`src/rtl/core/stok_pkg.sv`:
```
// Shared types, token codes and byte classification for the source tokenizer.
`timescale 1ns / 1ps

package stok_pkg;

  // Widths of the position counter and the keyword capture window
  localparam int POS_BITS    = 16;
  localparam int LEN_BITS    = 8;
  localparam int KW_MAX_LEN  = 6;
  localparam int KW_BITS     = 8 * KW_MAX_LEN;
  localparam int KW_COUNT    = 7;
  localparam int QUEUE_DEPTH = 4;
  localparam int QUEUE_AW    = $clog2(QUEUE_DEPTH);

  typedef logic [4:0] kind_t;

  // Token kinds
  localparam kind_t KIND_NEWLINE   = 5'd0;
  localparam kind_t KIND_EQUAL     = 5'd1;
  localparam kind_t KIND_PLUS      = 5'd2;
  localparam kind_t KIND_MINUS     = 5'd3;
  localparam kind_t KIND_STAR      = 5'd4;
  localparam kind_t KIND_SLASH     = 5'd5;
  localparam kind_t KIND_BACKSLASH = 5'd6;
  localparam kind_t KIND_LPAREN    = 5'd7;
  localparam kind_t KIND_RPAREN    = 5'd8;
  localparam kind_t KIND_LBRACE    = 5'd9;
  localparam kind_t KIND_RBRACE    = 5'd10;
  localparam kind_t KIND_LESS      = 5'd11;
  localparam kind_t KIND_GREATER   = 5'd12;
  localparam kind_t KIND_COLON     = 5'd13;
  localparam kind_t KIND_NUMBER    = 5'd14;
  localparam kind_t KIND_IDENT     = 5'd15;
  localparam kind_t KIND_KW_FIRST  = 5'd16;
  localparam kind_t KIND_END       = 5'd23;

  // Keywords packed oldest byte highest: def pass class return yield async await
  localparam logic [KW_BITS-1:0] KW_TABLE [KW_COUNT] = '{
    KW_BITS'(64'h646566),
    KW_BITS'(64'h70617373),
    KW_BITS'(64'h636C617373),
    KW_BITS'(64'h72657475726E),
    KW_BITS'(64'h7969656C64),
    KW_BITS'(64'h6173796E63),
    KW_BITS'(64'h6177616974)
  };

  // One queued result
  typedef struct packed {
    kind_t               kind;
    logic [POS_BITS-1:0] start;
    logic [LEN_BITS-1:0] length;
    logic                last;
  } token_t;

  function automatic logic is_digit(input logic [7:0] b);
    return (b >= 8'h30) && (b <= 8'h39);
  endfunction

  // Letter or underscore
  function automatic logic is_alpha(input logic [7:0] b);
    return ((b >= 8'h61) && (b <= 8'h7A)) || ((b >= 8'h41) && (b <= 8'h5A)) ||
           (b == 8'h5F);
  endfunction

  // Newline and the one-byte symbols
  function automatic logic is_single(input logic [7:0] b);
    logic hit;
    hit = 1'b0;
    case (b) inside
      8'h0A, 8'h3D, 8'h2B, 8'h2D, 8'h2A, 8'h2F, 8'h5C, 8'h28, 8'h29,
      8'h7B, 8'h7D, 8'h3C, 8'h3E, 8'h3A: hit = 1'b1;
      default:                           hit = 1'b0;
    endcase
    return hit;
  endfunction

  function automatic kind_t single_kind(input logic [7:0] b);
    kind_t k;
    k = KIND_NEWLINE;
    case (b)
      8'h3D:   k = KIND_EQUAL;     // =
      8'h2B:   k = KIND_PLUS;      // +
      8'h2D:   k = KIND_MINUS;     // -
      8'h2A:   k = KIND_STAR;      // *
      8'h2F:   k = KIND_SLASH;     // /
      8'h5C:   k = KIND_BACKSLASH; // backslash
      8'h28:   k = KIND_LPAREN;    // (
      8'h29:   k = KIND_RPAREN;    // )
      8'h7B:   k = KIND_LBRACE;    // {
      8'h7D:   k = KIND_RBRACE;    // }
      8'h3C:   k = KIND_LESS;      // <
      8'h3E:   k = KIND_GREATER;   // >
      8'h3A:   k = KIND_COLON;     // :
      default: k = KIND_NEWLINE;
    endcase
    return k;
  endfunction

  // Match the capture window against the keyword list
  function automatic kind_t keyword_kind(input logic [KW_BITS-1:0] w);
    kind_t k;
    k = KIND_IDENT;
    for (int i = 0; i < KW_COUNT; i++) begin
      if (w == KW_TABLE[i]) k = KIND_KW_FIRST + kind_t'(i);
    end
    return k;
  endfunction

endpackage

```
`src/rtl/core/stok_queue.sv`:
```
// Small result queue that takes up to two tokens per cycle and hands out one.
`timescale 1ns / 1ps

module stok_queue import stok_pkg::*; (
  input  logic   clk,
  input  logic   rst,
  input  logic   push0,
  input  logic   push1,
  input  token_t tok0,
  input  token_t tok1,
  input  logic   pop,
  output token_t head,
  output logic   not_empty,
  output logic   room2
);

  token_t               mem [QUEUE_DEPTH];
  logic [QUEUE_AW-1:0]  wr_ptr;
  logic [QUEUE_AW-1:0]  rd_ptr;
  logic [QUEUE_AW:0]    count;
  logic [QUEUE_AW:0]    count_next;
  logic                 pop_ok;

  assign pop_ok    = pop && not_empty;
  assign not_empty = (count != '0);
  assign room2     = (count <= (QUEUE_AW + 1)'(QUEUE_DEPTH - 2));
  assign head      = mem[rd_ptr];

  // Track occupancy
  always_comb begin
    count_next = count + (QUEUE_AW + 1)'(push0) + (QUEUE_AW + 1)'(push1)
                 - (QUEUE_AW + 1)'(pop_ok);
  end

  // Write up to two entries
  always_ff @(posedge clk) begin
    if (push0) mem[wr_ptr] <= tok0;
    if (push1) mem[QUEUE_AW'(wr_ptr + 1'b1)] <= tok1;
  end

  // Advance pointers
  always_ff @(posedge clk) begin
    if (rst) begin
      wr_ptr <= '0;
      rd_ptr <= '0;
      count  <= '0;
    end else begin
      wr_ptr <= QUEUE_AW'(wr_ptr + QUEUE_AW'(push0) + QUEUE_AW'(push1));
      if (pop_ok) rd_ptr <= QUEUE_AW'(rd_ptr + 1'b1);
      count <= count_next;
    end
  end

endmodule

```
`src/rtl/core/source_tokenizer.sv`:
```
// Top level of the byte-serial source tokenizer.
`timescale 1ns / 1ps

// Channel | Handshake            | Payload
// input   | in_valid / in_ready  | data_byte, end_of_input
// output  | out_valid / out_ready| token_kind, token_start, token_length, last_of_run
//
// A byte is classified in the cycle of its transfer; its tokens (zero, one or
// two) are written into a four-entry result queue and leave one per cycle
// while out_ready is high. in_ready is high while the queue has room for two
// tokens, so one byte per cycle is taken as long as the output drains; a byte
// that yields two tokens needs two output transfers. Reset (rst, synchronous)
// clears the open token, the position and the queue. A stalled output fills
// the queue and then lowers in_ready.

module source_tokenizer import stok_pkg::*; (
  input  logic                clk,
  input  logic                rst,
  input  logic                in_valid,
  output logic                in_ready,
  input  logic [7:0]          data_byte,
  input  logic                end_of_input,
  output logic                out_valid,
  input  logic                out_ready,
  output logic [4:0]          token_kind,
  output logic [POS_BITS-1:0] token_start,
  output logic [LEN_BITS-1:0] token_length,
  output logic                last_of_run
);

  typedef enum logic [1:0] {
    MODE_NONE = 2'd0,
    MODE_NUM  = 2'd1,
    MODE_ID   = 2'd2
  } mode_t;

  mode_t               mode,        mode_next;
  logic [POS_BITS-1:0] open_start,  open_start_next;
  logic [LEN_BITS-1:0] open_length, open_length_next;
  logic [KW_BITS-1:0]  window,      window_next;
  logic [POS_BITS-1:0] position,    position_next;

  logic   accept;
  logic   digit, alpha, single;
  logic   mode_num, mode_id;
  logic   cont, closing, second;
  kind_t  close_kind;
  token_t close_tok, second_tok, tok0, tok1, head;
  logic   push0, push1, room2, not_empty;

  assign accept   = in_valid && in_ready;
  assign in_ready = room2;

  // Classify the byte against the open token
  always_comb begin
    digit    = is_digit(data_byte);
    alpha    = is_alpha(data_byte);
    single   = is_single(data_byte);
    mode_num = (mode == MODE_NUM);
    mode_id  = (mode == MODE_ID);
    cont     = !end_of_input && ((mode_id && (alpha || digit)) || (mode_num && digit));
    closing  = (mode_num || mode_id) && !cont;
    second   = end_of_input || single;

    if (mode_num) close_kind = KIND_NUMBER;
    else if (open_length <= LEN_BITS'(KW_MAX_LEN)) close_kind = keyword_kind(window);
    else close_kind = KIND_IDENT;
  end

  // Build the tokens for this transfer
  always_comb begin
    close_tok.kind   = close_kind;
    close_tok.start  = open_start;
    close_tok.length = open_length;
    close_tok.last   = !second;

    second_tok.kind   = end_of_input ? KIND_END : single_kind(data_byte);
    second_tok.start  = position;
    second_tok.length = end_of_input ? '0 : LEN_BITS'(1);
    second_tok.last   = 1'b1;

    tok0  = closing ? close_tok : second_tok;
    tok1  = second_tok;
    push0 = accept && (closing || second);
    push1 = accept && closing && second;
  end

  // Update the open token and the position
  always_comb begin
    mode_next        = mode;
    open_start_next  = open_start;
    open_length_next = open_length;
    window_next      = window;
    position_next    = position;
    if (accept) begin
      if (end_of_input) begin
        mode_next        = MODE_NONE;
        open_length_next = '0;
        window_next      = '0;
      end else begin
        position_next = POS_BITS'(position + 1'b1);
        if (cont) begin
          if (mode_id && (open_length < LEN_BITS'(KW_MAX_LEN))) begin
            window_next = {window[KW_BITS-9:0], data_byte};
          end
          if (open_length != '1) open_length_next = LEN_BITS'(open_length + 1'b1);
        end else begin
          mode_next        = MODE_NONE;
          open_length_next = '0;
          window_next      = '0;
          if (digit || alpha) begin
            mode_next        = digit ? MODE_NUM : MODE_ID;
            open_start_next  = position;
            open_length_next = LEN_BITS'(1);
            window_next      = digit ? '0 : KW_BITS'(data_byte);
          end
        end
      end
    end
  end

  // Hold lexer state
  always_ff @(posedge clk) begin
    if (rst) begin
      mode        <= MODE_NONE;
      open_start  <= '0;
      open_length <= '0;
      window      <= '0;
      position    <= '0;
    end else begin
      mode        <= mode_next;
      open_start  <= open_start_next;
      open_length <= open_length_next;
      window      <= window_next;
      position    <= position_next;
    end
  end

  stok_queue u_queue (
    .clk       (clk),
    .rst       (rst),
    .push0     (push0),
    .push1     (push1),
    .tok0      (tok0),
    .tok1      (tok1),
    .pop       (out_ready),
    .head      (head),
    .not_empty (not_empty),
    .room2     (room2)
  );

  // Drive the output channel from the queue head
  assign out_valid    = not_empty;
  assign token_kind   = head.kind;
  assign token_start  = head.start;
  assign token_length = head.length;
  assign last_of_run  = head.last;

endmodule
```
`config.mk`:
```
export PLATFORM = sky130hd
export DESIGN_NAME = source_tokenizer
export DESIGN_NICKNAME = d
export VERILOG_FILES = /design/src/rtl/core/stok_pkg.sv /design/src/rtl/core/stok_queue.sv /design/src/rtl/core/source_tokenizer.sv
export SDC_FILE = /design/constraint.sdc
export NUM_CORES = 1
export LEC_CHECK = 0
export ABC_AREA = 1
export BUFFER_PORTS_ARGS = -buffer_cell sky130_fd_sc_hd__buf_2
export CELL_PAD_IN_SITES_DETAIL_PLACEMENT = 2
export CELL_PAD_IN_SITES_GLOBAL_PLACEMENT = 2
export CORE_MARGIN = 2
export CORE_UTILIZATION = 37
export CTS_CLUSTER_DIAMETER = 30
export DETAILED_ROUTE_END_ITERATION = 10
export GPL_TIMING_DRIVEN = 0
export PLACE_DENSITY_LB_ADDON = 0.1
export SLEW_MARGIN = 5
export SYNTH_ARGS = -nofsm -noshare
export SYNTH_HDL_FRONTEND = slang
export SYNTH_HIERARCHICAL = 1
export SYNTH_SLANG_ARGS = --single-unit
export TNS_END_PERCENT = 1
```
`constraint.sdc`:
```
create_clock -name clk -period 6 [get_ports clk]
set_input_delay 0.9 -clock clk [delete_from_list [all_inputs] [get_ports clk]]
set_output_delay 0.9 -clock clk [all_outputs]
set_load 0.02 [all_outputs]
```
Yosys cells after proc, flatten, opt, wreduce, memory -nomap -nowiden

Memories as Yosys holds them, arrays and structs flattened. A register that Yosys moved wholly into a read port is not among the register bits.
Cells that the tools add are included.

Bits in writable memories: 120
Output and inout bits: 32
Logic and storage cells: 120
Bits of input ports: 13
Flip-flop bits (word level): 97
Memories: 1

Memories:

| name        | words | width | rd ports | clocked after Yosys merged registers in | wr ports | RTL line         | RTL |
|---|---|---|---|---|---|---|---|
| u_queue.mem | 4     | 30    | 1        | 1                                       | 2        | stok_queue.sv:17 | `token_t mem [QUEUE_DEPTH];` |

Add/sub/neg operators: 9
Equal/unequal tests: 28
Mux-type cells: 33
Reductions and logical operators: 30
Bitwise gates (word level): 2
$lt $le $gt $ge: 9

Operators with widths:

| cell                  | number |
|---|---|
| $eq 48x39->1 const B  | 4 |
| $mux 48               | 3 |
| $eq 8x6->1 const B    | 10 |
| $pmux 4 s13           | 1 |
| $mux 5                | 10 |
| $eq 48x23->1 const B  | 1 |
| $eq 48x31->1 const B  | 1 |
| $eq 48x47->1 const B  | 1 |
| $mux 8                | 5 |
| $eq 8x7->1 const B    | 4 |
| $mux 30               | 1 |
| $add 16x1->16 const B | 1 |
| $ge 8x7->1 const B    | 2 |
| $le 8x7->1 const B    | 2 |
| $reduce_or 14->1      | 1 |
| $logic_and 1x1->1     | 13 |
| $mux 2                | 6 |
| $add 8x1->8 const B   | 1 |
| $eq 8x4->1 const B    | 1 |
| $ge 8x6->1 const B    | 1 |
| $le 8x3->1 const B    | 1 |
| $le 8x6->1 const B    | 1 |
| $lt 8x3->1 const B    | 1 |
| $ne 8x8->1 const B    | 1 |
| other kinds (16)      | 38 |

Logic depth before layout (Yosys ltp)

Gate-level depths: netlist (run 1).

Depth after elaboration: 15
Gate-level depth with buffers: 19
Mapped depth without buffers: 16

Cells and area by module

Netlist (run 1), hierarchy kept.

By module, submodules not included:

| module           | cells an instance | seq. area each (µm²) | instances | area each (µm²) |
|---|---|---|---|---|
| stok_queue       | 645               | 3783.6               | 1         | 6535.0 |
| source_tokenizer | 870               | 1801.7               | 1         | 5278.8 |

Worst setup path before layout (run 1)

Ideal clock, no wire load.

Kind: input port to flip-flop
From: input data_byte[4]
To: memory u_queue/mem[1][0] (netlist name) (enable)
Setup time: 0.463 ns
Stages on the path: 12
Data required time: 5.537 ns
Arrival time: 4.735 ns
Path slack: 0.802 ns
Path buffers: 3
Cell sequence: buf_4 nor2_1 nand3_1 nand3_1 nand3_2 nand3_4 buf_6 nand2_8 buf_4 a21oi_1 inv_1 o31ai_1

RTL lines:

| what        | RTL line               | RTL |
|---|---|---|
| from (decl) | source_tokenizer.sv:21 | `input logic [7:0] data_byte,` |
| to (decl)   | stok_queue.sv:17       |  |

Worst setup path in the final report (run 1)

From: input data_byte[0]
To: register u_queue.count[2]

Elaborated cells on any way between the ends: 43
Those cells by class: add/sub (3); order compare (6); eq/ne (15); mux (1); reduce/logical (18)

RTL lines:

| what                                            | RTL line               | RTL |
|---|---|---|
| $ge 8x7->1 / $le 8x7->1 (equally long branches) | stok_pkg.sv:62         | `return ((b >= 8'h61) && (b <= 8'h7A)) \|\| ((b >= 8'h41) && (b <= 8'h5A)) \|\|` |
| $logic_and 1x1->1                               | stok_pkg.sv:62         |  |
| $logic_or 1x1->1 (2 in a row)                   | stok_pkg.sv:62         |  |
| $logic_or 1x1->1                                | source_tokenizer.sv:61 | `cont = !end_of_input && ((mode_id && (alpha \|\| digit)) \|\| (mode_num && digit));` |
| $logic_and 1x1->1                               | source_tokenizer.sv:61 |  |
| $logic_or 1x1->1                                | source_tokenizer.sv:61 |  |
| $logic_and 1x1->1                               | source_tokenizer.sv:61 |  |
| $logic_not 1->1                                 | source_tokenizer.sv:62 | `closing = (mode_num \|\| mode_id) && !cont;` |
| $logic_and 1x1->1                               | source_tokenizer.sv:62 |  |
| $logic_and 1x1->1                               | source_tokenizer.sv:85 | `push1 = accept && closing && second;` |
| $logic_and 1x1->1 *                             | source_tokenizer.sv:85 |  |
| named net push1                                 | source_tokenizer.sv:49 | `logic push0, push1, room2, not_empty;` |
| $add 3x1->3 *                                   | stok_queue.sv:31       | `count_next = count + (QUEUE_AW + 1)'(push0) + (QUEUE_AW + 1)'(push1)` |
| $sub 3x1->3 *                                   | stok_queue.sv:32       | `- (QUEUE_AW + 1)'(pop_ok);` |
| to (signal assigned)                            | stok_queue.sv:50       | `count <= count_next;` |
| to (decl)                                       | stok_queue.sv:20       | `logic [QUEUE_AW:0] count;` |

Mark *: on every way through the listed nets, which the timed path passes. The rest lies on a longest branch.
A chain may end at the register's enable or synchronous reset.

==> reports/results.md, run 1 <==
### Outcome
• **result of the run** completed

### Global routing
• **Congestion Overflow GR** 0
• **antenna violations before repair** 0
• **All-Layer GR Usage** 28.6%
• **maximum number of pins on one net before global-route repair** 30
• **global-route wire length before repair** 73500 µm
• **vias in the first global route** 12709

### Floorplanning
• **Die Width** 183 µm
• **die span in y** 183 µm
• **Total Die Area** 33400 µm²
• **Core Footprint** 31500 µm²
• **starting utilization of the core area** 37.5%
• **top-level port count** 45
• **Rows** 65

### Synthesis
• **largest area contributor in the synthesized netlist** edfxtp_1
• **area share of the leading cell type in the synthesized netlist** 30.5%
• **count of yosys warnings during synthesis** 6
• **post-synthesis async set-or-reset flop share** 0%
• **post-synth design cell area** 11800 µm²
• **number of synthesized register bits** 219
• **Synth Area per Inst** 7.80 µm²
• **Top FF cell, synth** edfxtp_1
• **part of the Yosys area used for sequential elements** 47.3%
• **largest cells by area after synthesis** edfxtp_1 31%, dfxtp_1 17%, nand2_1 11%
• **top cells by count, synth** 345 x nand2_1, 250 x nor2_1, 151 x inv_1
• **Yosys cell types** 44
• **EDFF count, synth** 120
• **most common cell in the netlist** nand2_1
• **post-synthesis cell count** 1515

### STA
• **Setup Skew** 0.0389 ns
• **worst slew margin relative to its limit** 39.0%
• **final worst path period share** 64.9%
• **Tightest Pin Transition** 0.906 ns
• **number of failing hold endpoints at the final stage** 0
• **setup-violating endpoint count in the final report** 0
• **unrepaired setup endpoints after global routing** no
• **FMAX** 257 MHz
• **Min Clock Period, post-route** 3.89 ns
• **post-route setup slack** 2.11 ns
• **Max Transition Viols Final** 0

### Layout
• **final instance area** 14800 µm²
• **fraction of final layout cells sized beyond drive strength 1** 16.5%
• **sequential cell area** 5590 µm²
• **synthesis-to-layout area growth** 25.1%
• **count of antenna diodes in the layout** 0
• **final-stage net count** 1656
• **combined area of the multi-input logic cells** 5170 µm²
• **# fillers** 3582

### Critical path
• **cells on worst reg2reg path** 17
• **CP Max Fanout** 10
• **Critical Path Start Type** input pin
• **CP required** 6.44 ns
• **R2R Setup Slk** 2.41 ns
• **reg-to-reg critical path endpoint** u_queue/count[2]
• **critical register-to-register path startpoint** mode[1]
• **Arr. time, crit path** 4.34 ns
• **startpoint-to-endpoint class of the critical path** in2reg
• **kind of end point of the critical path** flip-flop

### Detailed routing
• **number of design-rule violations left by the first detailed-router iteration** 632
• **Routed WL** 47200 µm
• **antenna viol nets, final** 0
• **number of DRC violations after detailed routing** 0
• **vias per inst** 5.41
• **overall via count from detail_route** 11287
• **number of detailed-route iterations in the first pass** 5
• **Avg WL per Cell** 22.6 µm

### Placement
• **detailed placer's ending HPWL** 31300 µm
• **worst setup slack before clock tree synthesis** 1.60 ns
• **gp weighted congestion** 0.821
• **placed cell areas** 12700 µm²
• **quantity of I/O buffers inserted on ports** 43

### Job
• **Max Cap Violations** 0

### Min path
• **destination of the worst hold path** window[43]
• **hold path startpoint** window[43]
• **number of cells on the worst hold path** 2
• **class of the tightest hold or removal check** reg2reg

### CTS
• **post-CTS setup buffers** 0
• **hold-fix buffers at CTS** 0
• **clock latency on the worst-skew pair** 0.60 ns
• **deepest level of the CTS H-tree** 2
• **clock-pin slew on the worst setup and hold paths** 0.04 ns
• **buffer type at the clock tree root** clkbuf_16
• **buffer levels on the longest clock path** 3
• **clock tree sinks** 219
• **number of buffers created by CTS** 60
• **CTS tree** done
• **count of cells resized by post-cts repair** 0

### Power and ir drop
• **PwrDens** 410 nW/µm²
• **peak supply drop** 239 µV
• **leakage power summed over all cells** 0.00564 µW

[final cells by class]
class / count / share of cell area [%]
Multi-Input combinational cell: 1069 / 35.0
Inverter: 155 / 3.94
Clock buffer: 78 / 11.2
Clock inverter: 35 / 2.68
Sequential cell: 219 / 37.8
Timing Repair Buffer: 50 / 2.29
Tap cell: 402 / 3.40
Buffer: 78 / 3.64
[worst max path at each step]
stage / start / slack, ns / cells after the start / endpoint
final: data_byte[0] / 2.11 / 18 / u_queue/count[2]
after global routing: data_byte[0] / 1.88 / 18 / u_queue/count[1]
after CTS: data_byte[0] / 2.10 / 18 / u_queue/count[2]
after detailed placement: data_byte[0] / 1.60 / 13 / u_queue/mem[3][13]
after global placement: data_byte[0] / -1.86 / 12 / u_queue/mem[3][13]
after floorplan: data_byte[4] / 0.80 / 12 / u_queue/mem[1][0]
[where the power goes]
part           internal, µW  total (µW)  switching [µW]  leakage (µW)
Sequential             1690        1750            66.7       0.00191
Clock                  2170        3210            1040      0.000992
Combinational           293        1090             795       0.00274
Total                  4150        6050            1900       0.00564
[per-layer routing]
metal / track usage (%) / up-vias / share of wire, % / wire length (µm)
met3: 4.13 / 110 / 4.3 / 2010
met2: 53.4 / 270 / 52 / 24600
met4: 10.3 / 0 / 3.2 / 1530
met5: 0 / - / 0 / 0
met1: 33.2 / 5677 / 40 / 19100
li1: - / 5230 / - / -
[worst max-delay path, stage by stage]
cell and delay, ns:
buf_2 0.14, nor2_1 0.25, nand3_1 0.11, nand3_1 0.13
nand3_2 0.16, nand3_4 0.16, buf_6 0.20, nand2_8 0.10
buf_6 0.17, nor3_2 0.28, buf_2 0.32, inv_1 0.11
ha_1 0.29, inv_1 0.05, fa_1 0.38, fa_1 0.39
xor2_1 0.15, nor2_1 0.05
[flip-flops by register name (all words and copies together) (netlist names), named ones only]
register and count:
open_length 8, u_queue/mem 120, u_queue/count 3, mode 2, position 16, window 48
open_start 16, u_queue/wr_ptr 2, u_queue/rd_ptr 2
[cell families after synthesis]
logic type | after synthesis | share of synthesized area, %
XOR/XNOR | 11 | 0.815
AO/OA/AOI/OAI | 320 | 15.9
other | 2 | 0.0636
flip-flops | 219 | 47.3
AND/OR/NAND/NOR | 720 | 25.3
buffers and inverters | 233 | 9.48
adder cells (fa/ha/maj) | 10 | 1.25
[cell usage in the layout (no fill, tap or decap), types with 10 or more instances in the layout]
master,n
nor2_1,250
nand2_1,344
inv_1,151
o21ai_0,108
clkbuf_16,61
o21ai_1,56
clkbuf_1,37
nor3_1,12
buf_6,25
o21ai_2,52
xor2_1,10
buf_4,12
a21oi_1,63
buf_2,53
dfxtp_1,99
edfxtp_1,120
nand3_1,83
o22ai_1,30
[stage by stage]
stage / total power (µW) / hold WS (ns) / utilization (%) / cells / TNS, ns
6_report: 6050 / 0.481 / 46.9 / 2086 / 0
5_1_grt: 6270 / 0.503 / 46.9 / 2086 / 0
4_1_cts: 6110 / 0.484 / 46.9 / 2086 / 0
3_5_place_dp: 2850 / 0.468 / 40.4 / 1973 / 0
3_3_place_gp: 2770 / 0.454 / 39.9 / 1966 / -157.66
2_1_floorplan: 2410 / 0.438 / - / 1521 / 0
Power figures use the tool's default switching activity.
==> run 2, diff against run 1 <==
--- a/config.mk
+++ b/config.mk
@@ -5,12 +5,12 @@
 export SDC_FILE = /design/constraint.sdc
 export NUM_CORES = 1
 export LEC_CHECK = 0
-export ABC_AREA = 1
+export ABC_AREA = 0
 export BUFFER_PORTS_ARGS = -buffer_cell sky130_fd_sc_hd__buf_2
 export CELL_PAD_IN_SITES_DETAIL_PLACEMENT = 2
 export CELL_PAD_IN_SITES_GLOBAL_PLACEMENT = 2
 export CORE_MARGIN = 2
-export CORE_UTILIZATION = 37
+export CORE_UTILIZATION = 39
 export CTS_CLUSTER_DIAMETER = 30
 export DETAILED_ROUTE_END_ITERATION = 10
 export GPL_TIMING_DRIVEN = 0
==> constraint.sdc (replaced) <==
create_clock -name clk -period 3.5 [get_ports clk]
set_input_delay 0.525 -clock clk [delete_from_list [all_inputs] [get_ports clk]]
set_output_delay 0.525 -clock clk [all_outputs]
set_load 0.02 [all_outputs]
==> run 2 against run 1 <==
Non-clock buffer count shrank 28. Flip-flop and latch count unchanged. Sequential power is 68% higher. Total power up 57%. Cell area down 7.4%. Utilization is 3.7 points higher. Synthesized cell count is 43% lower. Clock skew down 0.020 ns. Wire length decreased by 32%. Sequential share of layout area rose by 3.0 points. Die area decreased by 13%. Global-route usage shrank 6.0 points. Largest power group unchanged. Highest routed layer unchanged.
==> reports/results.md, run 2 <==
### Detailed routing
• **number of detailed-route iterations in the first pass** 5, unchanged
• **Avg WL per Cell** 23.0 µm, +1.4%
• **overall via count from detail_route** 7731, -32%
• **Routed WL** 31900 µm, -32%
• **number of design-rule violations left by the first detailed-router iteration** 370, -41%
• **number of DRC violations after detailed routing** 0, unchanged
• **antenna viol nets, final** 0, unchanged
• **vias per inst** 5.56, +2.7%

### Critical path
• **CP Max Fanout** 10, unchanged
• **cell type group with the largest total delay on the critical path** adder cells
• **WP buf/inv** 5, -1
• **startpoint-to-endpoint class of the critical path** reg2reg
• **kind of end point of the critical path** flip-flop
• **CP required** 3.93 ns, -2.51 ns
• **largest stage delay on the critical path** 0.40 ns, about the same
• **Critical Path Start Type** flip-flop
• **cells along the critical path** inv_1, ha_1, nor2_1, nor2_1, a31oi_2, o31a_1, buf_6, o31ai_4, nor2_2, buf_4, inv_1, ha_1, inv_1, fa_1, fa_1, xor2_1, nor2_1
• **critical path's slowest cell** fa_1
• **Arr. time, crit path** 3.77 ns, -0.57 ns

### Synthesis
• **EDFF count, synth** 120, unchanged
• **largest cells by area after synthesis** edfxtp_1 33%, dfxtp_1 18%, mux2_2 13%
• **count of yosys warnings during synthesis** 6, unchanged
• **top cells by count, synth** 121 x mux2_2, 120 x edfxtp_1, 99 x dfxtp_1
• **area share of the leading cell type in the synthesized netlist** 33.4%, +2.9 points
• **Yosys cell types** 73, +66%
• **part of the Yosys area used for sequential elements** 51.8%, +4.5 points
• **Top FF cell, synth** edfxtp_1
• **most common cell in the netlist** mux2_2
• **largest area contributor in the synthesized netlist** edfxtp_1
• **post-synth design cell area** 10800 µm², -8.7%
• **post-synthesis cell count** 869, -43%
• **post-synthesis async set-or-reset flop share** 0%, unchanged
• **number of synthesized register bits** 219, unchanged
• **Synth Area per Inst** 12.4 µm², +59%

### Layout
• **synthesis-to-layout area growth** 26.9%
• **most frequent standard cell in the layout excluding fill and tap cells** mux2_2
• **count of antenna diodes in the layout** 0, unchanged
• **fraction of final layout cells sized beyond drive strength 1** 33.4%, +17 points
• **final-stage net count** 1029, -38%
• **number of flip-flops under the largest register name** 120, unchanged
• **final cell count without fillers** 1391, -33%
• **most frequent cells in the layout** 121 x mux2_2, 120 x edfxtp_1, 99 x dfxtp_1
• **Largest regs** u_queue/mem x120, window x48
• **register name with the most flops** u_queue/mem

### Floorplanning
• **die span in y** 170 µm, -6.8%
• **Total Die Area** 29000 µm², -13%
• **Core Footprint** 27000 µm², -14%
• **starting utilization of the core area** 39.9%, +2.4 points
• **Rows** 60, -7.7%
• **top-level port count** 45, unchanged
• **Die Width** 170 µm, -6.8%

### Global routing
• **vias in the first global route** 8551, -33%
• **All-Layer GR Usage** 22.6%, -6.0 points
• **global-route wire length before repair** 50200 µm, -32%
• **maximum number of pins on one net before global-route repair** 19, -37%
• **antenna violations before repair** 1, +1
• **Congestion Overflow GR** 0, unchanged

### Placement
• **gp weighted congestion** 0.793, -3.5%
• **placed instance count** 1286, -35%
• **worst setup slack before clock tree synthesis** -1.02 ns, -2.62 ns
• **quantity of I/O buffers inserted on ports** 42, -2.3%
• **detailed placer's ending HPWL** 21000 µm, -33%

### CTS
• **clock-pin slew on the worst setup and hold paths** 0.05 ns, about the same
• **number of buffers created by CTS** 54, -10%
• **clock latency on the worst-skew pair** 0.56 ns, -0.04 ns
• **buffer levels on the longest clock path** 3, unchanged
• **deepest level of the CTS H-tree** 2, unchanged
• **buffer type at the clock tree root** clkbuf_16
• **CTS tree** done
• **clock tree sinks** 219, unchanged

### STA
• **Min Clock Period, post-route** 3.34 ns
• **worst slew margin relative to its limit** 27.9%, -11 points
• **final worst path period share** 95.4%
• **Max Transition Viols Final** 0, unchanged
• **number of failing hold endpoints at the final stage** 0, unchanged
• **worst hold slack after final layout** 0.311 ns, -0.170 ns
• **post-route setup slack** 0.160 ns, -1.95 ns
• **Setup Skew** 0.0193 ns, -0.0197 ns
• **setup-violating endpoint count in the final report** 0, unchanged
• **FMAX** 299 MHz
• **Tightest Pin Transition** 1.07 ns, +0.161 ns
• **unrepaired setup endpoints after global routing** no

### Power and ir drop
• **internal power component** 7100 µW, +71%
• **Clk network pwr share** 54.6%, +1.6 points
• **register share of total power** 30.9%, +1.9 points
• **proportion of power drawn by combinational gates** 14.5%, -3.5 points
• **peak supply drop** 551 µV, +130%
• **PwrDens** 695 nW/µm², +70%
• **leakage power summed over all cells** 0.00526 µW, -6.7%
• **switching component of the power** 2410 µW, +27%
• **sw frac** 25.3%, -6.1 points

### Outcome
• **result of the run** completed

### Min path
• **class of the tightest hold or removal check** in2reg

### Job
• **Max Cap Violations** 0, unchanged

## run 2: cell types whose count changed after synthesis, moves of 53 or more
cell,change
o21ai_1,-53
a21oi_1,-54
o21ai_0,-98
mux2_2,+121
nand3_1,-67
inv_1,-138
nand2_1,-270
nor2_1,-184
## run 2: worst paths after layout
path               from          endpoint  slack (ns)  depth (start not counted)
min                 rst  u_queue/count[0]        0.31                          2
min reg2reg  window[42]        window[42]        0.49                          1
max             mode[0]  u_queue/count[2]        0.16                         17
max reg2reg     mode[0]  u_queue/count[2]        0.16                         17
## run 2: power groups by stage
stage | Clock [µW] | Sequential (µW) | Combinational (µW)
detailed placement | 0 | 2980 | 1370
global route | 5420 | 2950 | 1500
finish | 5190 | 2940 | 1380
CTS | 5290 | 2940 | 1400
global placement | 0 | 2990 | 1300
floorplan | 0 | 2950 | 939
## run 2: cell type report
type,instances,area [µm²]
Buffer,49,267
Clock buffer,68,1470
Clock inverter,32,442
Fill cell,2648,13300
Inverter,13,48.8
Multi-Input combinational cell,618,5070
Sequential cell,219,5590
Tap cell,341,427
Timing Repair Buffer,51,370
## run 2: timing repair
action / in CTS / in global routing
buffers inserted: 4 / 1
gates resized for setup: 6 / 6
hold buffers: 0 / 0
gates cloned: 0 / 0
pin swaps: 2 / 1
setup endpoints to repair: 241 / 106
## run 2: logic make-up after synthesis
kind of cell,count (synthesis),synth area share [%]
flip-flops,219,51.8
multiplexers,170,20.7
AO/OA/AOI/OAI,111,8.18
XOR/XNOR,21,1.71
other,2,0.0696
adder cells (fa/ha/maj),10,1.37
buffers and inverters,62,2.85
AND/OR/NAND/NOR,274,13.3
## run 2: worst reg2reg max path, stage by stage (launching register included)
cell and delay [ns]:
dfxtp_1 0.36, inv_1 0.06, ha_1 0.26, nor2_1 0.15, nor2_1 0.08, a31oi_2 0.20
o31a_1 0.19, buf_6 0.17, o31ai_4 0.14, nor2_2 0.14, buf_4 0.12, inv_1 0.05
ha_1 0.27, inv_1 0.04, fa_1 0.39, fa_1 0.40, xor2_1 0.15, nor2_1 0.05
## run 2: per-stage QoR
step / area (µm²) / total power (µW) / TNS [ns] / util (%)
2_1_floorplan: 10900 / 3890 / -34.04 / -
3_3_place_gp: 11500 / 4300 / -325.98 / 42.7
5_1_grt: 13700 / 9880 / 0 / 50.6
3_5_place_dp: 11700 / 4350 / -168.09 / 43.2
6_report: 13700 / 9510 / 0 / 50.6
4_1_cts: 13700 / 9630 / 0 / 50.6
## run 2: routing by layer
| metal | track usage, % | vias up | part of all wire [%] |
|---|---|---|---|
| met5 | 0 | - | 0 |
| met4 | 5.76 | 0 | 1.8 |
| met3 | 3.74 | 46 | 3.3 |
| met2 | 38.3 | 126 | 48 |
| met1 | 30.1 | 3989 | 47 |
| li1 | - | 3570 | - |
